--- src/rtl/pthp_pkg.sv ---
package pthp_pkg;

  // Result status codes
  typedef enum logic [1:0] {
    STATUS_UPDATED   = 2'd0,
    STATUS_NO_STAMPS = 2'd1,
    STATUS_CORRUPT   = 2'd2
  } status_e;

  localparam int unsigned StampW = 33;
  localparam int unsigned RawW   = 40;
  localparam int unsigned HlenW  = 9;

  // Reset value of the max_delta register, in 90 kHz ticks
  localparam logic [StampW-1:0] MAX_DELTA_RESET = 33'd180000;

  // One finished header as handed from the front end to the back end
  typedef struct packed {
    status_e             status;
    logic                two_stamps;
    logic                buf_err;
    logic [HlenW-1:0]    hlen;
    logic [RawW-1:0]     raw_pts;
    logic [RawW-1:0]     raw_dts;
  } evt_t;

endpackage

--- src/rtl/pes_timestamp_header_parser_top.sv ---
// Channel   Handshake              Payload
// input     in_valid_i/in_stall_o  data_byte_i, first_i, avail_len_i, buffer_errors_i
// output    out_valid_o/out_stall_i status_o, pts_o, pts_valid_o, dts_o, dts_valid_o,
//                                  header_length_o
// config    cfg_we_i               cfg_data_i (max_delta)
//
// One header word is accepted per cycle while the result queue is not full. A
// result passes from the front parser into the queue, then through the back
// decoder into the output register.
// Reset clears parse state; the parser ignores words until one with first set.
// in_stall_o rises only while the result queue is full; out_stall_i holds the
// output register and backs up the queue.
module pes_timestamp_header_parser_top #(
  parameter int unsigned QUEUE_DEPTH = 2
) (
  input  logic                        clk_i,
  input  logic                        rst_ni,
  input  logic                        cfg_we_i,
  input  logic [pthp_pkg::StampW-1:0] cfg_data_i,
  input  logic                        in_valid_i,
  output logic                        in_stall_o,
  input  logic [7:0]                  data_byte_i,
  input  logic                        first_i,
  input  logic [15:0]                 avail_len_i,
  input  logic                        buffer_errors_i,
  output logic                        out_valid_o,
  input  logic                        out_stall_i,
  output logic [1:0]                  status_o,
  output logic [pthp_pkg::StampW-1:0] pts_o,
  output logic                        pts_valid_o,
  output logic [pthp_pkg::StampW-1:0] dts_o,
  output logic                        dts_valid_o,
  output logic [pthp_pkg::HlenW-1:0]  header_length_o
);
  import pthp_pkg::*;

  logic accept;
  logic push, full, head_valid, pop;
  evt_t push_evt, head_evt;

  assign in_stall_o = full;
  assign accept     = in_valid_i && !in_stall_o;

  pthp_front u_front (
    .clk_i           (clk_i),
    .rst_ni          (rst_ni),
    .accept_i        (accept),
    .data_byte_i     (data_byte_i),
    .first_i         (first_i),
    .avail_len_i     (avail_len_i),
    .buffer_errors_i (buffer_errors_i),
    .push_o          (push),
    .evt_o           (push_evt)
  );

  pthp_queue #(
    .Depth (QUEUE_DEPTH)
  ) u_queue (
    .clk_i   (clk_i),
    .rst_ni  (rst_ni),
    .push_i  (push),
    .evt_i   (push_evt),
    .full_o  (full),
    .valid_o (head_valid),
    .evt_o   (head_evt),
    .pop_i   (pop)
  );

  pthp_back u_back (
    .clk_i           (clk_i),
    .rst_ni          (rst_ni),
    .cfg_we_i        (cfg_we_i),
    .cfg_data_i      (cfg_data_i),
    .head_valid_i    (head_valid),
    .head_i          (head_evt),
    .pop_o           (pop),
    .out_valid_o     (out_valid_o),
    .out_stall_i     (out_stall_i),
    .status_o        (status_o),
    .pts_o           (pts_o),
    .pts_valid_o     (pts_valid_o),
    .dts_o           (dts_o),
    .dts_valid_o     (dts_valid_o),
    .header_length_o (header_length_o)
  );

endmodule

--- src/rtl/pthp_front.sv ---
module pthp_front (
  input  logic               clk_i,
  input  logic               rst_ni,
  input  logic               accept_i,
  input  logic [7:0]         data_byte_i,
  input  logic               first_i,
  input  logic [15:0]        avail_len_i,
  input  logic               buffer_errors_i,
  output logic               push_o,
  output pthp_pkg::evt_t     evt_o
);
  import pthp_pkg::*;

  localparam logic [3:0] POS_PREFIX      = 4'd0;
  localparam logic [3:0] POS_FLAGS       = 4'd1;
  localparam logic [3:0] POS_LENGTH      = 4'd2;
  localparam logic [3:0] POS_STAMP_FIRST = 4'd3;
  localparam logic [3:0] POS_PTS_LAST    = 4'd7;
  localparam logic [3:0] POS_DTS_LAST    = 4'd12;

  localparam logic [1:0] PREFIX_OK     = 2'b10;
  localparam logic [1:0] FLAGS_PTS     = 2'b10;
  localparam logic [1:0] FLAGS_PTS_DTS = 2'b11;

  localparam logic [7:0]  MIN_LEN_PTS     = 8'd5;
  localparam logic [7:0]  MIN_LEN_PTS_DTS = 8'd10;
  localparam logic [15:0] MIN_AVAIL       = 16'd3;
  localparam logic [HlenW-1:0] HLEN_FIXED = 9'd3;

  logic [3:0]      pos_q, pos_d;
  logic            fin_q, fin_d;
  logic [7:0]      prefix_q, prefix_d;
  logic [7:0]      flags_q, flags_d;
  logic [7:0]      len_q, len_d;
  logic [15:0]     avail_q, avail_d;
  logic            err_q, err_d;
  logic [RawW-1:0] raw1_q, raw1_d;
  logic [RawW-1:0] raw2_q, raw2_d;

  // Walk the header one word at a time and classify it
  always_comb begin
    pos_d    = pos_q;
    fin_d    = fin_q;
    prefix_d = prefix_q;
    flags_d  = flags_q;
    len_d    = len_q;
    avail_d  = avail_q;
    err_d    = err_q;
    raw1_d   = raw1_q;
    raw2_d   = raw2_q;
    push_o   = 1'b0;
    evt_o    = '0;
    evt_o.status = STATUS_CORRUPT;

    if (accept_i) begin
      // restart the parse on a header start
      if (first_i) begin
        pos_d   = POS_PREFIX;
        fin_d   = 1'b0;
        avail_d = avail_len_i;
        err_d   = buffer_errors_i;
      end

      if (first_i && (avail_len_i < MIN_AVAIL)) begin
        push_o = 1'b1;
        fin_d  = 1'b1;
      end else if (!fin_d) begin
        case (pos_d)
          POS_PREFIX: begin
            prefix_d = data_byte_i;
            pos_d    = POS_FLAGS;
          end
          POS_FLAGS: begin
            flags_d = data_byte_i;
            pos_d   = POS_LENGTH;
          end
          POS_LENGTH: begin
            len_d = data_byte_i;
            if (((avail_d - MIN_AVAIL) < {8'd0, data_byte_i}) ||
                (prefix_d[7:6] != PREFIX_OK)) begin
              push_o = 1'b1;
              fin_d  = 1'b1;
            end else begin
              case (flags_d[7:6])
                FLAGS_PTS_DTS: begin
                  if (data_byte_i < MIN_LEN_PTS_DTS) begin
                    push_o = 1'b1;
                    fin_d  = 1'b1;
                  end else begin
                    pos_d = POS_STAMP_FIRST;
                  end
                end
                FLAGS_PTS: begin
                  if (data_byte_i < MIN_LEN_PTS) begin
                    push_o = 1'b1;
                    fin_d  = 1'b1;
                  end else begin
                    pos_d = POS_STAMP_FIRST;
                  end
                end
                default: begin
                  // no timestamps in this header
                  push_o       = 1'b1;
                  fin_d        = 1'b1;
                  evt_o.status = STATUS_NO_STAMPS;
                  evt_o.hlen   = {1'b0, data_byte_i} + HLEN_FIXED;
                end
              endcase
            end
          end
          default: begin
            // shift the stamp bytes in
            if (pos_d <= POS_PTS_LAST) begin
              raw1_d = {raw1_q[RawW-9:0], data_byte_i};
            end else begin
              raw2_d = {raw2_q[RawW-9:0], data_byte_i};
            end
            evt_o.status     = STATUS_UPDATED;
            evt_o.buf_err    = err_d;
            evt_o.hlen       = {1'b0, len_d} + HLEN_FIXED;
            evt_o.raw_pts    = raw1_d;
            evt_o.raw_dts    = raw2_d;
            if ((pos_d == POS_PTS_LAST) && (flags_d[7:6] == FLAGS_PTS)) begin
              push_o           = 1'b1;
              fin_d            = 1'b1;
              evt_o.two_stamps = 1'b0;
            end else if (pos_d >= POS_DTS_LAST) begin
              push_o           = 1'b1;
              fin_d            = 1'b1;
              evt_o.two_stamps = 1'b1;
            end else begin
              pos_d = pos_d + 4'd1;
            end
          end
        endcase
      end
    end
  end

  // Hold parse control
  always_ff @(posedge clk_i or negedge rst_ni) begin
    if (!rst_ni) begin
      pos_q <= POS_PREFIX;
      fin_q <= 1'b1;
    end else begin
      pos_q <= pos_d;
      fin_q <= fin_d;
    end
  end

  // Hold header fields and raw stamps
  always_ff @(posedge clk_i) begin
    prefix_q <= prefix_d;
    flags_q  <= flags_d;
    len_q    <= len_d;
    avail_q  <= avail_d;
    err_q    <= err_d;
    raw1_q   <= raw1_d;
    raw2_q   <= raw2_d;
  end

endmodule

--- src/rtl/pthp_queue.sv ---
module pthp_queue #(
  parameter int unsigned Depth = 2
) (
  input  logic           clk_i,
  input  logic           rst_ni,
  input  logic           push_i,
  input  pthp_pkg::evt_t evt_i,
  output logic           full_o,
  output logic           valid_o,
  output pthp_pkg::evt_t evt_o,
  input  logic           pop_i
);
  import pthp_pkg::*;

  localparam int unsigned PtrW = (Depth > 1) ? $clog2(Depth) : 1;
  localparam int unsigned CntW = $clog2(Depth + 1);
  localparam logic [PtrW-1:0] PTR_LAST = PtrW'(Depth - 1);
  localparam logic [CntW-1:0] CNT_FULL = CntW'(Depth);

  evt_t            mem_q [Depth];
  logic [PtrW-1:0] wr_ptr_q, rd_ptr_q;
  logic [CntW-1:0] cnt_q;
  logic            do_push, do_pop;

  assign full_o  = (cnt_q == CNT_FULL);
  assign valid_o = (cnt_q != '0);
  assign evt_o   = mem_q[rd_ptr_q];
  assign do_push = push_i && !full_o;
  assign do_pop  = pop_i && valid_o;

  // Store pushed words
  always_ff @(posedge clk_i) begin
    if (do_push) begin
      mem_q[wr_ptr_q] <= evt_i;
    end
  end

  // Advance pointers and count
  always_ff @(posedge clk_i or negedge rst_ni) begin
    if (!rst_ni) begin
      wr_ptr_q <= '0;
      rd_ptr_q <= '0;
      cnt_q    <= '0;
    end else begin
      if (do_push) begin
        wr_ptr_q <= (wr_ptr_q == PTR_LAST) ? '0 : wr_ptr_q + PtrW'(1);
      end
      if (do_pop) begin
        rd_ptr_q <= (rd_ptr_q == PTR_LAST) ? '0 : rd_ptr_q + PtrW'(1);
      end
      if (do_push && !do_pop) begin
        cnt_q <= cnt_q + CntW'(1);
      end else if (do_pop && !do_push) begin
        cnt_q <= cnt_q - CntW'(1);
      end
    end
  end

endmodule

--- src/rtl/pthp_back.sv ---
module pthp_back (
  input  logic                           clk_i,
  input  logic                           rst_ni,
  input  logic                           cfg_we_i,
  input  logic [pthp_pkg::StampW-1:0]    cfg_data_i,
  input  logic                           head_valid_i,
  input  pthp_pkg::evt_t                 head_i,
  output logic                           pop_o,
  output logic                           out_valid_o,
  input  logic                           out_stall_i,
  output logic [1:0]                     status_o,
  output logic [pthp_pkg::StampW-1:0]    pts_o,
  output logic                           pts_valid_o,
  output logic [pthp_pkg::StampW-1:0]    dts_o,
  output logic                           dts_valid_o,
  output logic [pthp_pkg::HlenW-1:0]     header_length_o
);
  import pthp_pkg::*;

  // Check the three marker bits and gather the 33 stamp bits
  function automatic logic [StampW:0] decode_stamp(input logic [RawW-1:0] raw);
    logic ok;
    ok = raw[32] & raw[16] & raw[0];
    decode_stamp = ok ? {1'b1, raw[35:33], raw[31:17], raw[15:1]} : '0;
  endfunction

  logic [StampW-1:0] max_delta_q;
  logic              valid_q;
  logic [1:0]        status_q;
  logic [StampW-1:0] pts_q, dts_q;
  logic              pv_q, dv_q;
  logic [HlenW-1:0]  hlen_q;

  logic              load;
  logic [StampW:0]   dec_p, dec_d;
  logic [StampW-1:0] p_val, d_val, diff;
  logic              pv, dv, too_far;

  assign load  = head_valid_i && (!valid_q || !out_stall_i);
  assign pop_o = load;

  // Decode stamps and apply the delta and error checks
  always_comb begin
    dec_p   = decode_stamp(head_i.raw_pts);
    dec_d   = head_i.two_stamps ? decode_stamp(head_i.raw_dts) : dec_p;
    p_val   = dec_p[StampW-1:0];
    d_val   = dec_d[StampW-1:0];
    diff    = p_val - d_val;
    too_far = head_i.two_stamps && (diff > max_delta_q);
    pv      = dec_p[StampW];
    dv      = dec_d[StampW];
    if (too_far || head_i.buf_err || (head_i.status != STATUS_UPDATED)) begin
      pv = 1'b0;
      dv = 1'b0;
    end
  end

  // Hold the max_delta register
  always_ff @(posedge clk_i or negedge rst_ni) begin
    if (!rst_ni) begin
      max_delta_q <= MAX_DELTA_RESET;
    end else if (cfg_we_i) begin
      max_delta_q <= cfg_data_i;
    end
  end

  // Hold the output word until taken
  always_ff @(posedge clk_i or negedge rst_ni) begin
    if (!rst_ni) begin
      valid_q <= 1'b0;
    end else if (load) begin
      valid_q <= 1'b1;
    end else if (!out_stall_i) begin
      valid_q <= 1'b0;
    end
  end

  always_ff @(posedge clk_i) begin
    if (load) begin
      status_q <= head_i.status;
      pts_q    <= pv ? p_val : '0;
      pv_q     <= pv;
      dts_q    <= dv ? d_val : '0;
      dv_q     <= dv;
      hlen_q   <= head_i.hlen;
    end
  end

  assign out_valid_o     = valid_q;
  assign status_o        = status_q;
  assign pts_o           = pts_q;
  assign pts_valid_o     = pv_q;
  assign dts_o           = dts_q;
  assign dts_valid_o     = dv_q;
  assign header_length_o = hlen_q;

endmodule

--- config.mk ---
export PLATFORM = sky130hd
export DESIGN_NAME = pes_timestamp_header_parser_top
export DESIGN_NICKNAME = d
export VERILOG_FILES = /design/src/rtl/pthp_pkg.sv /design/src/rtl/pes_timestamp_header_parser_top.sv /design/src/rtl/pthp_front.sv /design/src/rtl/pthp_queue.sv /design/src/rtl/pthp_back.sv
export SDC_FILE = /design/constraint.sdc
export NUM_CORES = 1
export LEC_CHECK = 0
export BUFFER_PORTS_ARGS = -buffer_cell sky130_fd_sc_hd__buf_2
export CAP_MARGIN = 20
export CELL_PAD_IN_SITES_DETAIL_PLACEMENT = 1
export CELL_PAD_IN_SITES_GLOBAL_PLACEMENT = 1
export CORE_MARGIN = 2
export CORE_UTILIZATION = 47
export CTS_CLUSTER_SIZE = 8
export DETAILED_ROUTE_END_ITERATION = 10
export MAX_ROUTING_LAYER = met4
export PLACE_DENSITY = 0.87
export SLEW_MARGIN = 20
export SYNTH_ARGS = -nofsm -noshare
export SYNTH_HDL_FRONTEND = slang
export SYNTH_SLANG_ARGS = --single-unit
--- constraint.sdc ---
create_clock -name clk_i -period 14.2 [get_ports clk_i]
set_clock_uncertainty 0.1 [all_clocks]
set_input_delay 2.84 -clock clk_i [delete_from_list [all_inputs] [get_ports clk_i]]
set_output_delay 2.84 -clock clk_i [all_outputs]
set_load 0.005 [all_outputs]
== Yosys cells after proc, flatten, opt, wreduce, memory -nomap -nowiden ==
Memory sizes are Yosys's and may differ from the RTL's.
Index checks and enable logic that the tools add are counted.

* Add/subtract/negate cells: 9
* $lt $le $gt $ge: 7
* Equal/unequal tests: 8
* Muxes and demuxes: 55
* Bitwise logic cells: 7
* Reductions and logical operators: 29

{| class="wikitable"
|+ Operator list
! kind !! count
|-
| 93-bit 2-to-1 mux || 3
|-
| 34-bit 2-to-1 mux || 3
|-
| 40-bit 2-to-1 mux || 2
|-
| 80-bit 2-to-1 mux || 1
|-
| 4-bit 2-to-1 mux || 9
|-
| 33-bit greater-than comparator || 1
|-
| 33-bit subtractor || 1
|-
| 16-bit 2-to-1 mux || 2
|-
| 1-bit 2-to-1 mux || 22
|-
| 8-bit by 2-bit adder with 9-bit output (second input constant) || 2
|-
| 9-bit 2-to-1 mux || 2
|-
| 9-bit one-hot mux with 2 select lines || 1
|-
| 16-bit by 2-bit < comparator with 1-bit output (second input constant) || 1
|-
| 16-bit by 8-bit < comparator with 1-bit output || 1
|-
| 4-bit AND reduction || 4
|-
| 16-bit by 2-bit subtractor with 16-bit output (second input constant) || 1
|-
| 4-bit one-hot mux with 3 select lines || 1
|-
| 2-bit 2-to-1 mux || 5
|-
| 1-bit logical AND || 9
|-
| 8-bit by 3-bit < comparator with 1-bit output (second input constant) || 1
|-
| 8-bit by 4-bit < comparator with 1-bit output (second input constant) || 1
|-
| 4-bit one-hot mux with 2 select lines || 1
|-
| 2-bit == test (second input constant) || 3
|-
| 2-bit nonzero test || 3
|-
| other kinds (20) || 35
|}

* Flip-flop bits (word level): 243
* Memory bits (writable): 186
* Input bits: 64
* Output and inout bits: 81
* Logic and storage cells: 136
* Memories: 1

{| class="wikitable"
|+ Memory list
! name !! depth !! width !! read ports !! clocked after Yosys merged registers in !! wr ports !! RTL line !! source
|-
| u_queue.mem_q || 2 || 93 || 1 || 0 || 1 || pthp_queue.sv:20 || <nowiki>evt_t mem_q [Depth];</nowiki>
|}

== Logic depth before layout (Yosys ltp) ==
* Word-level depth: 17
* Gate-level depth with buffers: 32
* Gate-level depth less buffers: 29

== By module ==
From an unflattened synthesis, not the netlist that was laid out.

* Cells, all modules: 1598
* Area, all modules: 20636.0 um^2

{| class="wikitable"
|+ Modules (own cells, without submodules)
! module !! times used !! cells each !! area an instance (um^2) !! seq. area each (um^2)
|-
| pthp_back || 1 || 743 || 7064.3 || 3234.4
|-
| pthp_queue || 1 || 308 || 6920.4 || 5685.5
|-
| pthp_front || 1 || 546 || 6637.6 || 3399.5
|-
| pes_timestamp_header_parser_top || 1 || 1 || 13.8 || 0.0
|}

== Least setup slack after synthesis ==
Ideal clock, no wire load.

* Kind: input port to flip-flop
* From: in first_i
* To: mem u_queue.mem_q[0][0] in the netlist's numbering (enable)
* Setup time: 0.539 ns
* Arrival: 9.762 ns
* Required time: 13.561 ns
* Slack: 3.799 ns
* Cell stages on the path: 17
* Cell sequence: buf_2 > buf_2 > buf_1 > mux2_2 > ha_1 > nor2_1 > nand2_1 > xnor2_1 > ha_1 > nor2b_1 > o21ai_0 > nand3_1 > o311ai_1 > a211oi_1 > o21ai_1 > a21o_1 > nor2b_1

* Word-level cells in the longest chain between the ends: 13

{| class="wikitable"
|+ Ends and longest elaborated chain
! item !! RTL line !! source
|-
| from (decl) || pes_timestamp_header_parser_top.sv:23 || <nowiki>input logic first_i,</nowiki>
|-
| 16-bit 2-to-1 mux || pthp_front.sv:57 || <nowiki>if (first_i) begin</nowiki>
|-
| 16-bit 2-to-1 mux || pthp_front.sv:55 || <nowiki>if (accept_i) begin</nowiki>
|-
| 16-bit by 2-bit subtractor with 16-bit output || pthp_front.sv:79 || <nowiki>if (((avail_d - MIN_AVAIL) < {8'd0, data_byte_i}) ||</nowiki>
|-
| 16-bit by 8-bit < comparator with 1-bit output || pthp_front.sv:79 ||
|-
| 1-bit logical OR || pthp_front.sv:79 ||
|-
| 1-bit 2-to-1 mux || pthp_front.sv:79 ||
|-
| 1-bit one-hot mux with 2 select lines || pthp_front.sv:68 || <nowiki>case (pos_d)</nowiki>
|-
| 1-bit 2-to-1 mux || pthp_front.sv:67 || <nowiki>end else if (!fin_d) begin</nowiki>
|-
| 1-bit 2-to-1 mux * || pthp_front.sv:64 || <nowiki>if (first_i && (avail_len_i < MIN_AVAIL)) begin</nowiki>
|-
| 1-bit 2-to-1 mux * || pthp_front.sv:55 ||
|-
| 1-bit logical AND * || pthp_queue.sv:28 || <nowiki>assign do_push = push_i && !full_o;</nowiki>
|-
| via u_queue.do_push || pthp_queue.sv:23 || <nowiki>logic do_push, do_pop;</nowiki>
|-
| 1-bit 2-to-1 mux * || pthp_queue.sv:33 || <nowiki>if (do_push) begin</nowiki>
|-
| 1-bit 2-to-1 mux (implied by the code) * || pthp_queue.sv:34 || <nowiki>mem_q[wr_ptr_q] <= evt_i;</nowiki>
|-
| to (decl) || pthp_queue.sv:20 ||
|}

Mark *: on every way through the listed nets, which the timed path passes. The rest lies on a longest branch. The select of a mux whose other input is x is not followed.

== Final worst setup path ==
* From: reg u_queue.rd_ptr_q
* To: reg u_back.pts_q[3] (netlist: u_back.pts_o[3]) (data pin)

* Word-level cells in the longest chain between the ends: 11

{| class="wikitable"
|+ Ends and longest elaborated chain
! item !! RTL line !! source
|-
| from (decl) || pthp_queue.sv:21 || <nowiki>logic [PtrW-1:0] wr_ptr_q, rd_ptr_q;</nowiki>
|-
| from (signal assigned) || pthp_queue.sv:49 || <nowiki>rd_ptr_q <= (rd_ptr_q == PTR_LAST) ? '0 : rd_ptr_q + PtrW'(1);</nowiki>
|-
| memory read 2 x 93 bit * || - ||
|-
| 1-bit bitwise AND (2 in series) || pthp_back.sv:23 || <nowiki>ok = raw[32] & raw[16] & raw[0];</nowiki>
|-
| 34-bit 2-to-1 mux * || pthp_back.sv:24 || <nowiki>decode_stamp = ok ? {1'b1, raw[35:33], raw[31:17], raw[15:1]} : '0;</nowiki>
|-
| via u_back.dec_p[1] || pthp_back.sv:35 || <nowiki>logic [StampW:0] dec_p, dec_d;</nowiki>
|-
| 34-bit 2-to-1 mux * || pthp_back.sv:45 || <nowiki>dec_d = head_i.two_stamps ? decode_stamp(head_i.raw_dts) : dec_p;</nowiki>
|-
| via u_back.dec_d[1] || pthp_back.sv:35 ||
|-
| 33-bit subtractor * || pthp_back.sv:48 || <nowiki>diff = p_val - d_val;</nowiki>
|-
| 33-bit greater-than comparator * || pthp_back.sv:49 || <nowiki>too_far = head_i.two_stamps && (diff > max_delta_q);</nowiki>
|-
| 1-bit logical AND * || pthp_back.sv:49 ||
|-
| 1-bit logical OR * (2 in series) || pthp_back.sv:52 || <nowiki>if (too_far || head_i.buf_err || (head_i.status != STATUS_UPDATED)) begin</nowiki>
|-
| 1-bit 2-to-1 mux * || pthp_back.sv:52 ||
|-
| to (signal assigned) || pthp_back.sv:81 || <nowiki>pts_q <= pv ? p_val : '0;</nowiki>
|-
| to (decl) || pthp_back.sv:30 || <nowiki>logic [StampW-1:0] pts_q, dts_q;</nowiki>
|}

Mark *: on every way through the listed nets, which the timed path passes. The rest lies on a longest branch.
A chain may end at the register's enable or synchronous reset.

==> impl_metrics.py <==
metrics = {
    "outcome": {
        "status": "completed",
    },
    "synth": {
        "synth_edf_count": 350,
        "async_reset_ff_share_pct": 10.9,
        "seq_area_frac_synth_pct": 61.7,
        "synth.area.top_cells": "edfxtp_1 (56%), ha_1 (5.3%), mux2_2 (5.1%), dfrtp_1 (4.4%), mux2i_1 (3.7%)",
        "synth_top_area_share_pct": 55.9,
        "synth_fa_ha_area_share_pct": 5.36,
        "synth_top_family_by_area": "simple AND/OR/NAND/NOR gates",
        "synth.largest_area_cell": "edfxtp_1",
        "synth-seq-cells": 393,
        "synth.avg_cell_area_um2": 12.7,
        "synthXorXnorAreaFrac_pct": 2.37,
        "yosys-top-cells-count": "edfxtp_1 (350), nor2_1 (118), mux2_2 (86)",
        "synthMuxAreaShare_pct": 8.89,
        "synth_compound_area_share_pct": 8.02,
        "synth.net_count": 1621,
        "yosysMostFrequentCell": "edfxtp_1",
        "syn-cell-area_um2": 18800,
        "synth-simple-area-share_pct": 10.9,
        "synth_ff_type": "edfxtp_1",
        "ys_warn_count": 0,
        "postSynthCellCount": 1477,
        "synth_cell_type_count": 68,
    },
    "cts": {
        "tritoncts": "done",
        "clk_pin_slew_ps": 50,
        "worst_skew_pair.late_latency_ps": 600,
        "cts_setup_buffers": 0,
        "cts_max_level": 2,
        "cts_num_sinks": 393,
        "root_buffer": "clkbuf_16",
        "cts.path.max_buffers": 3,
        "cts-hold-fix-buffers": 0,
        "numCtsBuffers": 55,
        "cts_resized": 0,
    },
    "worst_setup_path": {
        "crit_start": "u_queue.rd_ptr_q",
        "path_max_fanout": 68,
        "slowest_stage": "buf_4",
        "critPathCaptureType": "flip-flop",
        "required_ps": 14480,
        "cp_slowest_stage_delay_ps": 850,
        "cp.arrival_ps": 9200,
        "r2r_start": "u_queue.rd_ptr_q",
        "critical_path_class": "flip-flop to flip-flop",
        "cp-start-kind": "flip-flop",
    },
    "pwr": {
        "peakVddDrop_v": 0.0000928,
        "leakagePower_nw": 8.35,
        "power_frac_comb_pct": 34.6,
        "p_switching_w": 0.00150,
        "clkPwrFrac_pct": 27.8,
        "seq_power_share_pct": 37.6,
        "p_int_w": 0.00280,
        "power.density_nw_per_um2": 199,
        "switching_share_pct": 34.8,
    },
    "sta": {
        "rsz0062_at_grt": "no",
        "setup_slack_ps": 5280,
        "finalCritPeriodShare_pct": 62.8,
        "hold_violations": 0,
        "drv_slew": 0,
        "tightest_slew_ps": 1080,
        "finalSetupViolCount": 0,
        "fin_setup_tns_ps": 0,
        "min_period_ps": 8920,
        "max_freq_mhz": 112,
        "relSlewSlack_pct": 27.8,
    },
    "die": {
        "initial_core_util_pct": 47.5,
        "io_pins": 145,
        "die_h_um": 204,
        "die-area_um2": 41600,
        "core_area_um2": 39600,
        "num_rows": 73,
        "die_x_um": 204,
    },
    "placed_design": {
        "port_buffers": 144,
        "place.gp.congestion": 0.865,
        "post-place-ws_ps": 5450,
        "dp_hpwl_um": 34800,
        "place_area_um2": 20100,
    },
    "final_layout": {
        "final_core_util_pct": 54.5,
        "finish.instance_area_um2": 21600,
        "nFillCells": 4038,
        "n_antenna_cell": 0,
        "area_growth_pct": 14.9,
        "num-nets-final": 1770,
        "drive_gt1_share_pct": 20.0,
    },
    "routing": {
        "drtIter0Drc": 895,
        "num_vias": 12600,
        "drt-vias-per-instance": 5.79,
        "wl_per_cell_um": 23.5,
        "dr.pass1.iters": 5,
        "drc_errors": 0,
        "routed_wl_um": 51400,
        "ant_nets": 0,
    },
    "grt": {
        "grt_pass1_vias": 13300,
        "antenna_found_initial": 1,
        "grt-ovfl-total": 0,
        "grt_first_pass_wirelength_um": 78000,
        "grt_usage_pct": 25.4,
        "grt_max_degree": 83,
    },
    "job": {
        "maxCapViolCount": 0,
    },
    "hold_path": {
        "min_from": "u_back.out_valid_o",
        "hp-class": "flip-flop to flip-flop",
    },
}
[routing by layer]
metal | track usage [%] | vias up | wire length [µm]
met4 | 10.1 | 0 | 1800
met3 | 4.61 | 115 | 3110
met1 | 30.5 | 6370 | 21200
met2 | 42.6 | 448 | 25200
li1 | - | 5716 | -
met5 | - | - | 0
[sequential cells by signal, summed over array words and instances, names as in the netlist, 4 cells and up]
name / count
u_queue.mem_q: 170
u_front.raw1_q: 36
u_front.raw2_q: 36
u_back.dts_o: 33
u_back.max_delta_q: 33
u_back.pts_o: 33
u_front.avail_q: 16
u_back.header_length_o: 9
u_front.len_q: 8
u_front.pos_q: 4
[cells by family (layout without fill, tap and decap cells)]
| kind of cell | count (synthesis) | after routing |
|---|---|---|
| compound gates | 240 | 240 |
| xor+xnor | 51 | 51 |
| fa+ha+maj | 80 | 80 |
| buf+inv | 138 | 320 |
| flops | 393 | 393 |
| mux | 156 | 156 |
| simple gates | 419 | 419 |
[power by group through the flow]
stage                     registers (W)  logic (W)  clock network, W
final                           0.00161    0.00149           0.00119
after global routing            0.00163    0.00162           0.00125
after CTS                       0.00161    0.00148           0.00121
after detailed placement        0.00163    0.00145                 0
after global placement          0.00162    0.00137                 0
after floorplan                 0.00159   0.000996                 0
[stage by stage]
step	total power, W	hold WS, ps	cells
6_report	0.00430	375	2184
3_3_place_gp	0.00299	364	2094
3_5_place_dp	0.00309	374	2094
2_1_floorplan	0.00259	355	1477
4_1_cts	0.00431	386	2184
5_1_grt	0.00450	408	2184
[final cells by class]
type	count	area, µm²	area share (%)
sequential	393	11600	53.7
inverter	74	282	1.30
clock inverter	2	16.3	0.0752
timing repair buffer	156	811	3.75
clock buffer	88	1500	6.94
tap	525	657	3.04
multi-input combinational	946	6750	31.2
[worst paths after layout]
| path | end | slack, ps | cells past startpoint |
|---|---|---|---|
| min reg2reg | u_back.out_valid_o | 380 | 2 |
| max reg2reg | u_back.pts_o[3] | 5280 | 31 |
| min in group asynchronous | u_back.out_valid_o | 2230 | 2 |
| max in group asynchronous | u_back.max_delta_q[25] | 11290 | 2 |
| min | u_back.out_valid_o | 380 | 2 |
| max | u_back.pts_o[3] | 5280 | 31 |
[worst max-delay path, delay by kind of cell (launching register included)]
kind            cells  cell delay (ps)
flops               1              730
fa+ha+maj           2              760
simple gates        7             1260
xor+xnor            1              130
buf+inv             5             2000
compound gates     16             3580
[cell usage in the layout (no fill, tap or decap), drive strengths merged, types with 9 or more instances in the layout]
cell | synthesis | final
nor2b | 12 | 12
nor3 | 70 | 70
xnor2 | 34 | 34
mux2i | 70 | 70
nand3 | 12 | 12
xor2 | 17 | 17
clkbuf | 50 | 88
a21o | 29 | 29
nand4 | 16 | 16
a21oi | 70 | 70
buf | 14 | 156
nor2 | 118 | 118
nand2 | 79 | 79
and2 | 80 | 80
ha | 79 | 79
a211oi | 9 | 9
dfstp | 10 | 10
dfrtp | 33 | 33
edfxtp | 350 | 350
inv | 74 | 74
mux2 | 86 | 86
o21ai | 68 | 68
Power figures use the tool's default switching activity.
